<file path="src/krrn_pkg.sv">
// ----------------------------------------------------------------------------
// krrn_pkg
// types, constants and fixed-point helpers shared by the radial root finder
// ----------------------------------------------------------------------------
package krrn_pkg;

    localparam int FRAC_BITS      = 24;
    localparam int MAX_ITERATIONS = 32;
    localparam int ITER_W         = $clog2(MAX_ITERATIONS + 1);
    localparam int VAL_W          = 64;

    localparam logic signed [VAL_W-1:0] SAT_LIM = 64'sd1 <<< 62;
    localparam logic signed [VAL_W:0]   SAT_LIM_W = 65'sd1 <<< 62;
    localparam logic signed [VAL_W-1:0] RLIM_RAW = 64'sd64 <<< FRAC_BITS;
    localparam logic signed [VAL_W-1:0] RLIM =
        (RLIM_RAW > 64'sd2147483647) ? 64'sd2147483647 : RLIM_RAW;

    localparam logic [1:0] STATUS_CONVERGED = 2'd0;
    localparam logic [1:0] STATUS_CAP       = 2'd1;
    localparam logic [1:0] STATUS_ZERO_DER  = 2'd2;

    localparam logic CFG_SPIN      = 1'b0;
    localparam logic CFG_TOLERANCE = 1'b1;

    typedef struct packed {
        logic signed [31:0] impact_b;
        logic signed [35:0] carter_q;
        logic        [30:0] start_radius;
    } krrn_in_t;

    typedef struct packed {
        logic signed [31:0] root_radius;
        logic        [1:0]  status;
    } krrn_out_t;

    // datapath micro-operations
    typedef enum logic [2:0] {
        OP_NONE,
        OP_MUL,
        OP_ADD,
        OP_SUB,
        OP_DIV
    } krrn_op_t;

    // register file addresses
    typedef enum logic [3:0] {
        RG_A, RG_B, RG_Q, RG_R, RG_A2, RG_AB, RG_D, RG_E,
        RG_R2, RG_RV, RG_RP, RG_T, RG_U, RG_STEP, RG_ZERO, RG_SP
    } krrn_rg_t;

    typedef struct packed {
        krrn_op_t op;
        krrn_rg_t src_x;
        krrn_rg_t src_y;
        krrn_rg_t dst;
        logic     load;
        logic     update_r;
    } krrn_cmd_t;

    typedef struct packed {
        logic busy;
        logic rp_zero;
        logic converged;
    } krrn_stat_t;

    typedef enum logic [2:0] {
        ST_IDLE,
        ST_RUN,
        ST_WAIT,
        ST_CHECK,
        ST_DONE
    } krrn_state_t;

    function automatic logic signed [VAL_W-1:0] clamp62(input logic signed [VAL_W:0] x);
        logic signed [VAL_W-1:0] r;
        if (x > SAT_LIM_W)
            r = SAT_LIM;
        else if (x < -SAT_LIM_W)
            r = -SAT_LIM;
        else
            r = x[VAL_W-1:0];
        return r;
    endfunction

    function automatic logic signed [VAL_W-1:0] sadd(input logic signed [VAL_W-1:0] x,
                                                     input logic signed [VAL_W-1:0] y);
        logic signed [VAL_W:0] s;
        s = {x[VAL_W-1], x} + {y[VAL_W-1], y};
        return clamp62(s);
    endfunction

endpackage

</file>
<file path="src/krrn_ctrl.sv">
// ----------------------------------------------------------------------------
// krrn_ctrl
// sequencer stepping through the micro-program of one newton iteration
// ----------------------------------------------------------------------------
module krrn_ctrl
    import krrn_pkg::*;
(
    input  logic        clk,
    input  logic        rst_n,
    input  logic        in_valid,
    output logic        in_stall,
    output logic        out_valid,
    input  logic        out_stall,
    input  krrn_stat_t  stat,
    output krrn_cmd_t   cmd,
    output logic        cmd_valid,
    output logic        capture,
    output logic [1:0]  status
);

    localparam int PROG_LEN = 44;
    localparam int PC_W     = $clog2(PROG_LEN);
    localparam int SETUP    = 6;
    localparam int DERIV_END = 43;

    krrn_state_t       state_reg, state_next;
    logic [PC_W-1:0]   pc_reg, pc_next;
    logic [ITER_W-1:0] it_reg, it_next;
    logic [1:0]        status_reg, status_next;
    logic              wait_reg;
    krrn_cmd_t         prog;

    function automatic krrn_cmd_t mk(input krrn_op_t o, input krrn_rg_t a,
                                     input krrn_rg_t b, input krrn_rg_t d);
        krrn_cmd_t c;
        c.op = o; c.src_x = a; c.src_y = b; c.dst = d;
        c.load = 1'b0; c.update_r = 1'b0;
        return c;
    endfunction

    // micro-program: setup, value of R, derivative, divide
    always_comb
    begin
        prog = mk(OP_NONE, RG_ZERO, RG_ZERO, RG_ZERO);
        case (pc_reg)
            6'd0:  prog = mk(OP_MUL, RG_A, RG_A, RG_A2);
            6'd1:  prog = mk(OP_MUL, RG_A, RG_B, RG_AB);
            6'd2:  prog = mk(OP_SUB, RG_B, RG_A, RG_D);
            6'd3:  prog = mk(OP_MUL, RG_D, RG_D, RG_E);
            6'd4:  prog = mk(OP_ADD, RG_E, RG_Q, RG_E);
            6'd5:  prog = mk(OP_NONE, RG_ZERO, RG_ZERO, RG_ZERO);
            6'd6:  prog = mk(OP_MUL, RG_R, RG_R, RG_R2);
            6'd7:  prog = mk(OP_MUL, RG_R2, RG_R2, RG_RV);
            6'd8:  prog = mk(OP_MUL, RG_A2, RG_A2, RG_T);
            6'd9:  prog = mk(OP_ADD, RG_RV, RG_T, RG_RV);
            6'd10: prog = mk(OP_MUL, RG_AB, RG_AB, RG_T);
            6'd11: prog = mk(OP_ADD, RG_RV, RG_T, RG_RV);
            6'd12: prog = mk(OP_MUL, RG_R2, RG_A2, RG_T);
            6'd13: prog = mk(OP_ADD, RG_T, RG_T, RG_T);
            6'd14: prog = mk(OP_ADD, RG_RV, RG_T, RG_RV);
            6'd15: prog = mk(OP_MUL, RG_R2, RG_AB, RG_T);
            6'd16: prog = mk(OP_ADD, RG_T, RG_T, RG_T);
            6'd17: prog = mk(OP_SUB, RG_RV, RG_T, RG_RV);
            6'd18: prog = mk(OP_MUL, RG_A2, RG_AB, RG_T);
            6'd19: prog = mk(OP_ADD, RG_T, RG_T, RG_T);
            6'd20: prog = mk(OP_SUB, RG_RV, RG_T, RG_RV);
            6'd21: prog = mk(OP_MUL, RG_R2, RG_E, RG_T);
            6'd22: prog = mk(OP_SUB, RG_RV, RG_T, RG_RV);
            6'd23: prog = mk(OP_MUL, RG_R, RG_E, RG_U);
            6'd24: prog = mk(OP_ADD, RG_U, RG_U, RG_T);
            6'd25: prog = mk(OP_ADD, RG_RV, RG_T, RG_RV);
            6'd26: prog = mk(OP_MUL, RG_A2, RG_E, RG_T);
            6'd27: prog = mk(OP_ADD, RG_RV, RG_T, RG_RV);
            6'd28: prog = mk(OP_MUL, RG_R2, RG_R, RG_T);
            6'd29: prog = mk(OP_ADD, RG_T, RG_T, RG_T);
            6'd30: prog = mk(OP_ADD, RG_T, RG_T, RG_RP);
            6'd31: prog = mk(OP_MUL, RG_R, RG_A2, RG_T);
            6'd32: prog = mk(OP_ADD, RG_T, RG_T, RG_T);
            6'd33: prog = mk(OP_ADD, RG_T, RG_T, RG_T);
            6'd34: prog = mk(OP_ADD, RG_RP, RG_T, RG_RP);
            6'd35: prog = mk(OP_MUL, RG_R, RG_AB, RG_T);
            6'd36: prog = mk(OP_ADD, RG_T, RG_T, RG_T);
            6'd37: prog = mk(OP_ADD, RG_T, RG_T, RG_T);
            6'd38: prog = mk(OP_SUB, RG_RP, RG_T, RG_RP);
            6'd39: prog = mk(OP_ADD, RG_U, RG_U, RG_T);
            6'd40: prog = mk(OP_SUB, RG_RP, RG_T, RG_RP);
            6'd41: prog = mk(OP_ADD, RG_E, RG_E, RG_T);
            6'd42: prog = mk(OP_ADD, RG_RP, RG_T, RG_RP);
            6'd43: prog = mk(OP_DIV, RG_RV, RG_RP, RG_STEP);
            default: prog = mk(OP_NONE, RG_ZERO, RG_ZERO, RG_ZERO);
        endcase
    end

    always_comb
    begin
        state_next  = state_reg;
        pc_next     = pc_reg;
        it_next     = it_reg;
        status_next = status_reg;
        unique case (state_reg)
            ST_IDLE:
            begin
                if (in_valid)
                begin
                    state_next = ST_RUN;
                    pc_next    = '0;
                    it_next    = '0;
                end
            end
            ST_RUN:
            begin
                if (pc_reg == PC_W'(DERIV_END) && stat.rp_zero)
                begin
                    state_next  = ST_DONE;
                    status_next = STATUS_ZERO_DER;
                end
                else if (prog.op == OP_MUL || prog.op == OP_DIV)
                    state_next = ST_WAIT;
                else
                    pc_next = pc_reg + 1'b1;
            end
            ST_WAIT:
            begin
                if (wait_reg && !stat.busy)
                begin
                    if (pc_reg == PC_W'(PROG_LEN - 1))
                        state_next = ST_CHECK;
                    else
                    begin
                        state_next = ST_RUN;
                        pc_next    = pc_reg + 1'b1;
                    end
                end
            end
            ST_CHECK:
            begin
                it_next = it_reg + 1'b1;
                if (stat.converged)
                begin
                    state_next  = ST_DONE;
                    status_next = STATUS_CONVERGED;
                end
                else if (it_reg == ITER_W'(MAX_ITERATIONS - 1))
                begin
                    state_next  = ST_DONE;
                    status_next = STATUS_CAP;
                end
                else
                begin
                    state_next = ST_RUN;
                    pc_next    = PC_W'(SETUP);
                end
            end
            ST_DONE:
            begin
                if (!out_stall)
                    state_next = ST_IDLE;
            end
            default: state_next = ST_IDLE;
        endcase
    end

    always_comb
    begin
        cmd       = prog;
        cmd_valid = 1'b0;
        capture   = 1'b0;
        in_stall  = 1'b1;
        out_valid = 1'b0;
        unique case (state_reg)
            ST_IDLE:
            begin
                in_stall  = 1'b0;
                capture   = in_valid;
                cmd       = mk(OP_NONE, RG_ZERO, RG_ZERO, RG_ZERO);
                cmd.load  = 1'b1;
                cmd_valid = in_valid;
            end
            ST_RUN:   cmd_valid = !(pc_reg == PC_W'(DERIV_END) && stat.rp_zero);
            ST_WAIT:  cmd_valid = 1'b0;
            ST_CHECK:
            begin
                cmd          = mk(OP_NONE, RG_ZERO, RG_ZERO, RG_ZERO);
                cmd.update_r = 1'b1;
                cmd_valid    = 1'b1;
            end
            ST_DONE:  out_valid = 1'b1;
            default:  cmd_valid = 1'b0;
        endcase
    end

    always_ff @(posedge clk or negedge rst_n)
    begin
        if (!rst_n)
        begin
            state_reg  <= ST_IDLE;
            pc_reg     <= '0;
            it_reg     <= '0;
            status_reg <= STATUS_CONVERGED;
            wait_reg   <= 1'b0;
        end
        else
        begin
            state_reg  <= state_next;
            pc_reg     <= pc_next;
            it_reg     <= it_next;
            status_reg <= status_next;
            wait_reg   <= (state_reg == ST_WAIT);
        end
    end

    assign status = status_reg;

    a_out_only_done: assert property (@(posedge clk) disable iff (!rst_n)
        out_valid |-> state_reg == ST_DONE) else $error("result outside done");
    a_no_accept_busy: assert property (@(posedge clk) disable iff (!rst_n)
        (state_reg != ST_IDLE) |-> in_stall) else $error("accept while busy");
    a_iter_bound: assert property (@(posedge clk) disable iff (!rst_n)
        it_reg <= ITER_W'(MAX_ITERATIONS)) else $error("iteration count overrun");

endmodule

</file>
<file path="config.mk">
export PLATFORM = sky130hd
export DESIGN_NAME = krrn_ctrl
export DESIGN_NICKNAME = d
export VERILOG_FILES = /design/src/krrn_pkg.sv /design/src/krrn_ctrl.sv
export SDC_FILE = /design/constraint.sdc
export NUM_CORES = 1
export LEC_CHECK = 0
export BUFFER_PORTS_ARGS = -buffer_cell sky130_fd_sc_hd__buf_4
export CAP_MARGIN = 30
export CORE_AREA = 2 2 65 67
export CTS_BUF_LIST = sky130_fd_sc_hd__clkbuf_8
export CTS_CLUSTER_DIAMETER = 60
export DETAILED_ROUTE_END_ITERATION = 6
export DIE_AREA = 0 0 67 69
export GPL_TIMING_DRIVEN = 0
export PLACE_DENSITY = 0.79
export REMOVE_ABC_BUFFERS = 1
export SYNTH_ARGS = -nofsm -noshare
export SYNTH_HDL_FRONTEND = slang
export SYNTH_SLANG_ARGS = --single-unit
</file>
<file path="constraint.sdc">
create_clock -name clk -period 2.19 [get_ports clk]
set_input_delay 0.1095 -clock clk [delete_from_list [all_inputs] [get_ports clk]]
set_output_delay 0.1095 -clock clk [all_outputs]
set_load 0.01 [all_outputs]
</file>
==> results of run 1 <==
power by group through the flow:
stage / registers (mW) / clock network [mW] / logic, mW
finish: 0.610 / 0.276 / 3.36
global route: 0.621 / 0.299 / 3.59
CTS: 0.585 / 0.276 / 2.98
detailed placement: 0.639 / 0 / 2.51
global placement: 0.700 / 0 / 2.35
floorplan: 0.639 / 0 / 1.57
layout by cell type, fill, tap and decap left out, types with 3 or more instances in the layout:
cell / count
sky130_fd_sc_hd__clkbuf_8: 4
sky130_fd_sc_hd__buf_4: 52
sky130_fd_sc_hd__nand2_1: 32
sky130_fd_sc_hd__inv_1: 8
sky130_fd_sc_hd__nor2b_1: 5
sky130_fd_sc_hd__dfrtp_2: 4
sky130_fd_sc_hd__nor3_1: 6
sky130_fd_sc_hd__a21oi_1: 17
sky130_fd_sc_hd__dfrtp_1: 12
sky130_fd_sc_hd__nand3_1: 11
sky130_fd_sc_hd__o21ai_0: 24
sky130_fd_sc_hd__nor3b_1: 3
sky130_fd_sc_hd__o21ai_1: 3
sky130_fd_sc_hd__o21a_1: 3
sky130_fd_sc_hd__nor2_1: 19
sky130_fd_sc_hd__a211oi_1: 5
sky130_fd_sc_hd__o211ai_1: 4
sky130_fd_sc_hd__ha_2: 4
sky130_fd_sc_hd__o41ai_2: 3
sky130_fd_sc_hd__nand2b_1: 13
sky130_fd_sc_hd__a31oi_1: 5
sky130_fd_sc_hd__ha_4: 5
sky130_fd_sc_hd__ha_1: 4
routing by layer:
| metal | up-vias | wire, um | global-route usage, % |
|---|---|---|---|
| li1 | 1088 | - | - |
| met1 | 1070 | 2770 | 40.7 |
| met2 | 178 | 2950 | 38.8 |
| met3 | 32 | 670 | 4.24 |
| met4 | 0 | 199 | 10.2 |
| met5 | - | 0 | 0 |
cells in the mapped netlist (2+ instances only):
cell	count	area share (%)
sky130_fd_sc_hd__dfrtp_1	18	22
sky130_fd_sc_hd__mux2_1	2	1.1
sky130_fd_sc_hd__o211ai_1	4	1.5
sky130_fd_sc_hd__mux2i_1	2	0.98
sky130_fd_sc_hd__inv_1	11	2.0
sky130_fd_sc_hd__a311oi_1	4	1.7
sky130_fd_sc_hd__o21a_1	3	1.1
sky130_fd_sc_hd__mux2_2	2	1.1
sky130_fd_sc_hd__o41ai_2	2	1.6
sky130_fd_sc_hd__nand2b_1	14	4.3
sky130_fd_sc_hd__o22ai_1	2	0.61
sky130_fd_sc_hd__nor2_1	20	3.7
sky130_fd_sc_hd__buf_2	5	1.2
sky130_fd_sc_hd__o32ai_1	2	0.86
sky130_fd_sc_hd__a211oi_1	5	1.8
sky130_fd_sc_hd__a21boi_1	2	0.73
sky130_fd_sc_hd__a32oi_1	2	0.86
sky130_fd_sc_hd__buf_1	4	0.73
sky130_fd_sc_hd__nor3b_1	3	1.1
sky130_fd_sc_hd__clkbuf_1	10	1.8
sky130_fd_sc_hd__nand3_1	11	2.7
sky130_fd_sc_hd__a21oi_1	18	4.4
sky130_fd_sc_hd__o41ai_1	2	0.86
sky130_fd_sc_hd__nand2_1	33	6.1
sky130_fd_sc_hd__ha_1	13	8.0
sky130_fd_sc_hd__and2_1	2	0.61
sky130_fd_sc_hd__nor3_1	7	1.7
sky130_fd_sc_hd__a31oi_1	6	1.8
sky130_fd_sc_hd__or2_2	3	0.92
sky130_fd_sc_hd__o21ai_0	28	6.9
sky130_fd_sc_hd__o31ai_1	3	1.1
sky130_fd_sc_hd__a21o_1	2	0.73
sky130_fd_sc_hd__nor2b_1	6	1.8
path summary, 6_finish.rpt:
check	to	slack [ns]
max in group asynchronous	pc_reg[3]	1.70
worst min-delay path	state_reg[2]	0.07
min in group asynchronous	it_reg[3]	0.27
worst min register to register	status[0]	0.52
worst max register to register	pc_reg[5]	-0.21
worst max-delay path	pc_reg[5]	-0.21
logic make-up after synthesis:
group / count (synthesis) / share of synthesized area [%]
flops: 18 / 22.0
compound gates: 96 / 31.7
buf+inv: 32 / 6.55
mux: 6 / 3.18
fa+ha+maj: 13 / 7.96
xor+xnor: 2 / 0.857
simple gates: 109 / 27.7
final cells by class:
| cell class | instances | area (um^2) |
|---|---|---|
| multi-input cells | 226 | 1660 |
| fillers | 309 | 1140 |
| repair buffers | 58 | 488 |
| flip-flops and latches | 18 | 463 |
| well taps | 50 | 62.6 |
| clock buffers | 4 | 55.1 |
| inverters | 12 | 50.0 |
what timing repair did:
item,CTS,global route
pin swaps,8,8
hold buffers,1,0
hold endpoints to repair,18,0
buffers inserted,18,7
resized for setup,33,25
endpoints found under the setup margin,26,20
cloned,0,1
==> results by stage, run 1 <==
Outcome:
- The flow ran to the end, but the final reports show violations.
- The checks that failed: negative setup slack.

Clock network:
- The number of H-tree branching levels is 1.
- The clock-pin slew on the worst setup and hold paths is 0.07 ns.
- CTS saw 18 sinks.
- The maximum root-to-sink buffer count is 2.
- TritonCTS built the clock tree.
- The clock tree root buffer cell is sky130_fd_sc_hd__clkbuf_8.
- Counting the buffers created by CTS gives 3.
- Clock latency on the worst-skew pair, taken at its later pin, is 0.26 ns.

Route:
- The number of DRC violations after detailed-routing iteration 0 is 334.
- The first-pass detailed-route iteration total is 7.
- The final wirelength is 6.59 mm.
- The detailed-route wire length per cell is 17.9 um.
- The remaining number of nets flagged by the antenna check after routing is 0.
- The via-per-instance ratio is 6.43.
- For this run, design rule violations remaining after detail routing come to 0.
- The detailed router placed 2368 vias in this run.

Floorplanning:
- The floorplan core area is 0.00391 mm^2.
- The number of rows created at floorplan is 23.
- The die covers 0.00462 mm^2.
- For this design the top-level I/O count stands at 30.
- The die is 67 um wide.
- The starting density of the core is 52.2%.
- The height of the chip is 69 um.

Worst setup path:
- The maximum fanout count along the critical path is 5.
- STA classifies the critical path startpoint as a flip-flop.
- The worst path buffer plus inverter count is 1.
- Broken down by cell family, the worst path's largest delay share belongs to compound AO/OA/AOI/OAI gates.
- The data required time at the worst endpoint is 2.34 ns.
- By startpoint and endpoint, the worst setup path is classified as flip-flop to flip-flop.
- The number of cells on the worst reg-to-reg path is 8.
- The critical path arrival is 2.55 ns.
- The category of the worst setup path capture point is a flip-flop.
- The slowest stage of the critical path belongs to the cell sky130_fd_sc_hd__or3_4.
- Tracing the worst setup path back leads to its startpoint at pc_reg[0].
- The total number of cells along the worst setup path is 8.
- The delay of the slowest cell on the worst path is 0.42 ns.
- The worst register-to-register path begins at pc_reg[0].
- The critical path goes through clkinvlp_4, ha_4, nor2b_1, o32a_1, o211ai_1, a21oi_2, or3_4, o41ai_2.

Yosys:
- For this run, the leading register cell type out of synthesis is sky130_fd_sc_hd__dfrtp_1.
- The synthesis warning total is 0.
- The synthesized design contains 18 register bits.
- The number of flops mapped to enable cells by yosys is 0.
- The count of different cell masters after synthesis is 58.
- In this run the mean area of a mapped cell was 7.40 um^2.
- The total standard cell area after synthesis is 0.00204 mm^2.
- The post-synthesis sequential area ratio is 22.0%.
- After synthesis, the share of flip-flops with an asynchronous set or reset is 100%.
- The number of cells produced by synthesis is 276.

Timing:
- The remaining max-slew budget at the tightest pin is 67.0%.
- The sum of negative setup slack is -1.32 ns.
- The final cycle utilization of the critical path is 110%.
- The count of endpoints failing hold in the final timing report is 0.
- The worst setup slack after layout is -0.210 ns.
- The count of final max-slew check failures was 0.
- Setup repair after global routing could not meet its margin everywhere.
- The maximum achievable frequency is 0.417 GHz.
- The clock tree skew after final layout is 0.00154 ns.
- The final critical-path required period is 2.40 ns.
- Setup violations remaining at the end of the flow were counted as 10.
- The slew of the pin with the lowest slew margin is 0.495 ns.
- The worst hold-check slack is 0.0658 ns.

Power:
- The part of the total power dissipated in combinational logic is 79.1%.
- The analysis attributes to cell leakage a power of 1.18 nW.
- The cell internal power dissipation is 2.16 mW.
- The clock power share is 6.5%.
- Summed over all nets, the switching power comes to 2.08 mW.
- The largest voltage drop on the vdd net is 1.10 mV.
- The power after layout is 4.25 mW.
- The switching power as a share of total power is 49.1%.
- The share of total power dissipated in sequential elements is 14.4%.
- The power density relative to cell area is 1530 mW/mm^2.

Final layout:
- Cells with a size suffix above 1 make up 35.5% of the layout.
- The final cell area excluding filler cells is 0.00278 mm^2.
- The total inserted antenna cells is 0.
- Once layout is complete, the utilization of the core stands at 70.9%.
- Leaving out filler cells and counting taps, the final layout contains 368.
- The layout net count is 339.
- From synthesis to final layout, the design area changed by 35.8%.

Hold path:
- The number of cells traversed by the worst hold path is 2.
- The hold path startpoint is out_stall.
- The worst min-delay path class is primary input to flip-flop.

Global route:
- The first global-routing pass estimated 10.1 mm of wire.
- The number of global-route vias before repair is 2067.
- The initial antenna violation count is 0.
- The global-route congestion overflow total is 0.
- The total global-route track usage is 27.2%.
- Entering global routing, the biggest net connects 33 pins.

Job:
- Max-cap violations in this run came to 0.

Placed design:
- The cell area after placement is 0.00228 mm^2.
- Buffers placed on the I/O ports in this run total 29.
- The HPWL after detailed placement is 3.84 mm.
- The last weighted congestion value of the routability-driven placer is 0.894.
- The number of instances in the placed design is 337.
- The post-placement setup slack is -0.767 ns.
No activity file was read; power rests on OpenSTA's default activity.
==> inputs of run 2 (changes only) <==
CELL_PAD_IN_SITES_DETAIL_PLACEMENT = 0   (was default)
CELL_PAD_IN_SITES_GLOBAL_PLACEMENT = 2   (was default)
CORE_AREA = 2 2 85 87   (was 2 2 65 67)
DIE_AREA = 0 0 87 89   (was 0 0 67 69)
GPL_TIMING_DRIVEN = default   (was 0)
==> run 2 against run 1 <==
The flow still finishes with violations (negative setup slack). Clock-buffer cell count is the same. Clock power grew 2%. Power increased by 8.3%. Critical endpoint is now pc_reg[3]. Critical path type unchanged.
==> results by stage, run 2 (synthesized netlist as in run 1, its figures left out) <==
Outcome:
- Run status: finished, violations left (unchanged).
- Failing checks: negative setup slack (unchanged).

Clock network:
- The maximum root-to-sink buffer count is 2 (unchanged).
- The number of H-tree branching levels is 1 (unchanged).
- The CTS tree is done (unchanged).
- The number of buffers created by CTS is 3 (unchanged).
- The clock tree root buffer cell is sky130_fd_sc_hd__clkbuf_8 (unchanged).
- The worst-skew pair later-pin latency is 0.26 ns (about the same).
- The clock-pin slew on the worst setup and hold paths was 0.08 ns (was 0.07 ns).
- The number of clock sinks is 18 (unchanged).

Final layout:
- The layout overhead on the synthesized area is 54.8% (was 35.8%).
- The final-layout fill cell count came to 659 (was 309).
- The fraction of final layout cells sized beyond drive strength 1 came to 41.7% (was 35.5%).
- The layout net count is 378 (was 339).
- The most common library cell in the layout ignoring fill and taps is sky130_fd_sc_hd__buf_4 (unchanged).
- Top library cells by usage in the layout, fill and taps aside: sky130_fd_sc_hd__buf_4, sky130_fd_sc_hd__nand2_1, sky130_fd_sc_hd__o21ai_0, sky130_fd_sc_hd__nor2_1, sky130_fd_sc_hd__dfrtp_1 (was sky130_fd_sc_hd__buf_4, sky130_fd_sc_hd__nand2_1, sky130_fd_sc_hd__o21ai_0, sky130_fd_sc_hd__nor2_1, sky130_fd_sc_hd__a21oi_1).
- The total inserted antenna cells came to 0 (unchanged).

Route:
- The DRC violation count after routing is 0 (unchanged).
- The via-per-instance ratio is 5.38 (was 6.43).
- The final wirelength is 6.94 mm (was 6.59 mm).
- The first-pass detailed-route iteration total came to 4 (was 7).
- The number of DRC violations after detailed-routing iteration 0 is 153 (was 334).
- The detailed-route wire length per cell is 15.9 um (was 17.9 um).
- The remaining number of nets flagged by the antenna check after routing is 0 (unchanged).
- The via count is 2350 (was 2368).

Timing:
- The maximum achievable frequency came to 0.445 GHz (was 0.417 GHz).
- RSZ-0062 raised after global routing: true (unchanged).
- The count of endpoints failing hold in the final timing report is 0 (unchanged).
- The slew of the pin with the lowest slew margin is 0.470 ns (was 0.495 ns).
- The remaining max-slew budget at the tightest pin is 68.6% (was 67.0%).
- The final cycle utilization of the critical path is 103% (was 110%).
- The clock tree skew after final layout is 0.00695 ns (was 0.00154 ns).
- The number of setup violations in the final report is 4 (was 10).
- The worst setup slack after layout was -0.0562 ns (was -0.210 ns).
- The final critical-path required period is 2.25 ns (was 2.40 ns).
- The count of final max-slew check failures is 0 (unchanged).
- The worst hold-check slack is 0.0725 ns (was 0.0658 ns).

Floorplanning:
- The number of rows created at floorplan is 30 (was 23).
- The I/O pin total is 30 (unchanged).
- The starting density of the core is 30.4% (was 52.2%).
- The die span in x was 87 um (was 67 um).
- The floorplan core area is 0.00672 mm^2 (was 0.00391 mm^2).
- The height of the chip is 89 um (was 69 um).
- The area enclosed by the die boundary was 0.00774 mm^2 (was 0.00462 mm^2).

Worst setup path:
- The data required time at the worst endpoint is 2.32 ns (was 2.34 ns).
- The maximum fanout count along the critical path is 5 (unchanged).
- The category of the worst setup path capture point is a flip-flop (unchanged).
- The critical path arrival was 2.38 ns (was 2.55 ns).
- The nature of the critical path startpoint was a flip-flop (unchanged).
- The category of the most critical setup path is flip-flop to flip-flop (unchanged).

Power:
- The cell internal power dissipation is 2.45 mW (was 2.16 mW).
- The switching power as a share of total power is 46.7% (was 49.1%).
- The clock power share is 6.1% (was 6.5%).
- The switching component of the power is 2.15 mW (was 2.08 mW).
- The leakage dissipation is 1.39 nW (was 1.18 nW).
- The power density relative to cell area is 1450 mW/mm^2 (was 1530 mW/mm^2).
- The sequential share of power is 11.9% (was 14.4%).
- The largest voltage drop on the vdd net is 0.489 mV (was 1.10 mV).
- The power after layout is 4.60 mW (was 4.25 mW).
- The part of the total power dissipated in combinational logic came to 82.0% (was 79.1%).

Placed design:
- The sum of net half-perimeters after detailed placement was 5.06 mm (was 3.84 mm).
- The number of I/O port buffers came to 29 (unchanged).
- The last weighted congestion value of the routability-driven placer is 0.920 (was 0.894).
- The post-placement setup slack came to -0.156 ns (was -0.767 ns).

Hold path:
- The worst min-delay path class is primary input to flip-flop (unchanged).

Global route:
- The number of global-route vias before repair is 2117 (was 2067).
- The global-route wire length before repair is 10.7 mm (was 10.1 mm).
- The met1 track demand over resource in global routing was 25.3% (was 40.7%).
- The total global-route track usage is 17.2% (was 27.2%).
- The global-route congestion overflow total is 0 (unchanged).
- The pin count of the biggest net entering global routing is 32 (was 33).
- The global routing's busiest layer is met2 (was met1).
- The met3 track demand over resource came to 1.39% (was 4.24%).
- The initial antenna violation count is 0 (unchanged).
- The met2 usage in global routing is 27.9% (was 38.8%).

Job:
- The reported max-cap violation count came to 0 (unchanged).
-- run 2: changes by cell type in the layout (fill, tap and decap cells not counted), sizes merged --
cell | previous run | this run
clkbuf | 6 | 4
buf | 55 | 96
clkinvlp | 1 | 0
inv | 10 | 11
-- run 2: routing by layer --
layer | vias to the layer above | routed length, um
met3 | 3 | 285
met4 | 0 | 52
met1 | 1120 | 3240
met2 | 62 | 3370
met5 | - | 0
li1 | 1165 | -
-- run 2: final cells by class --
type	count	area (um^2)	share of cell area, %
Timing Repair Buffer	97	806	25.5
Inverter	12	47.5	1.50
Multi-Input combinational cell	226	1700	53.8
Tap cell	80	100	3.16
Clock buffer	4	55.1	1.74
Sequential cell	18	452	14.3
-- run 2: repair_timing --
item / 4_1_cts / 5_1_grt
endpoints found under the hold margin: 18 / 0
pin swaps: 10 / 17
gates resized for setup: 25 / 40
endpoints found under the setup margin: 14 / 21
buffers inserted: 3 / 6
hold buffers: 1 / 0
-- run 2: worst paths after layout --
check                      startpoint           end  slack [ns]  cells past startpoint
setup / recovery            pc_reg[1]     pc_reg[3]       -0.06                      9
hold / removal              out_stall  state_reg[2]        0.07                      2
setup reg to reg            pc_reg[1]     pc_reg[3]       -0.06                      9
hold reg to reg             it_reg[5]     it_reg[5]        0.49                      1
max in group asynchronous       rst_n     pc_reg[2]        1.71                      2
min in group asynchronous       rst_n     it_reg[2]        0.25                      2
-- run 2: critical path, stage by stage (launching register included) --
cell                       delay [ns]
sky130_fd_sc_hd__dfrtp_1         0.44
sky130_fd_sc_hd__inv_2           0.09
sky130_fd_sc_hd__ha_4            0.29
sky130_fd_sc_hd__nor2b_1         0.05
sky130_fd_sc_hd__o32a_1          0.31
sky130_fd_sc_hd__o211ai_1        0.20
sky130_fd_sc_hd__a21oi_2         0.09
sky130_fd_sc_hd__buf_4           0.17
sky130_fd_sc_hd__o41ai_4         0.36
sky130_fd_sc_hd__o31ai_4         0.12
-- run 2: per-stage QoR --
stage / std cells / cell area, um^2 / utilization, % / setup TNS [ns]
after global placement: 423 / 2750 / 40.9 / -0.217
final: 437 / 3160 / 47.1 / -0.136
after global routing: 437 / 3160 / 47.1 / -0.881
after detailed placement: 423 / 2750 / 40.9 / -0.562
after floorplan: 256 / 1950 / - / -4.30
after CTS: 431 / 2940 / 43.8 / -0.0583
-- run 2: power groups by stage --
stage | clock network, mW | registers [mW] | logic [mW]
floorplan | 0 | 0.639 | 1.57
global placement | 0 | 0.537 | 3.14
detailed placement | 0 | 0.543 | 3.14
CTS | 0.289 | 0.537 | 3.36
global route | 0.300 | 0.563 | 4.09
finish | 0.281 | 0.546 | 3.77
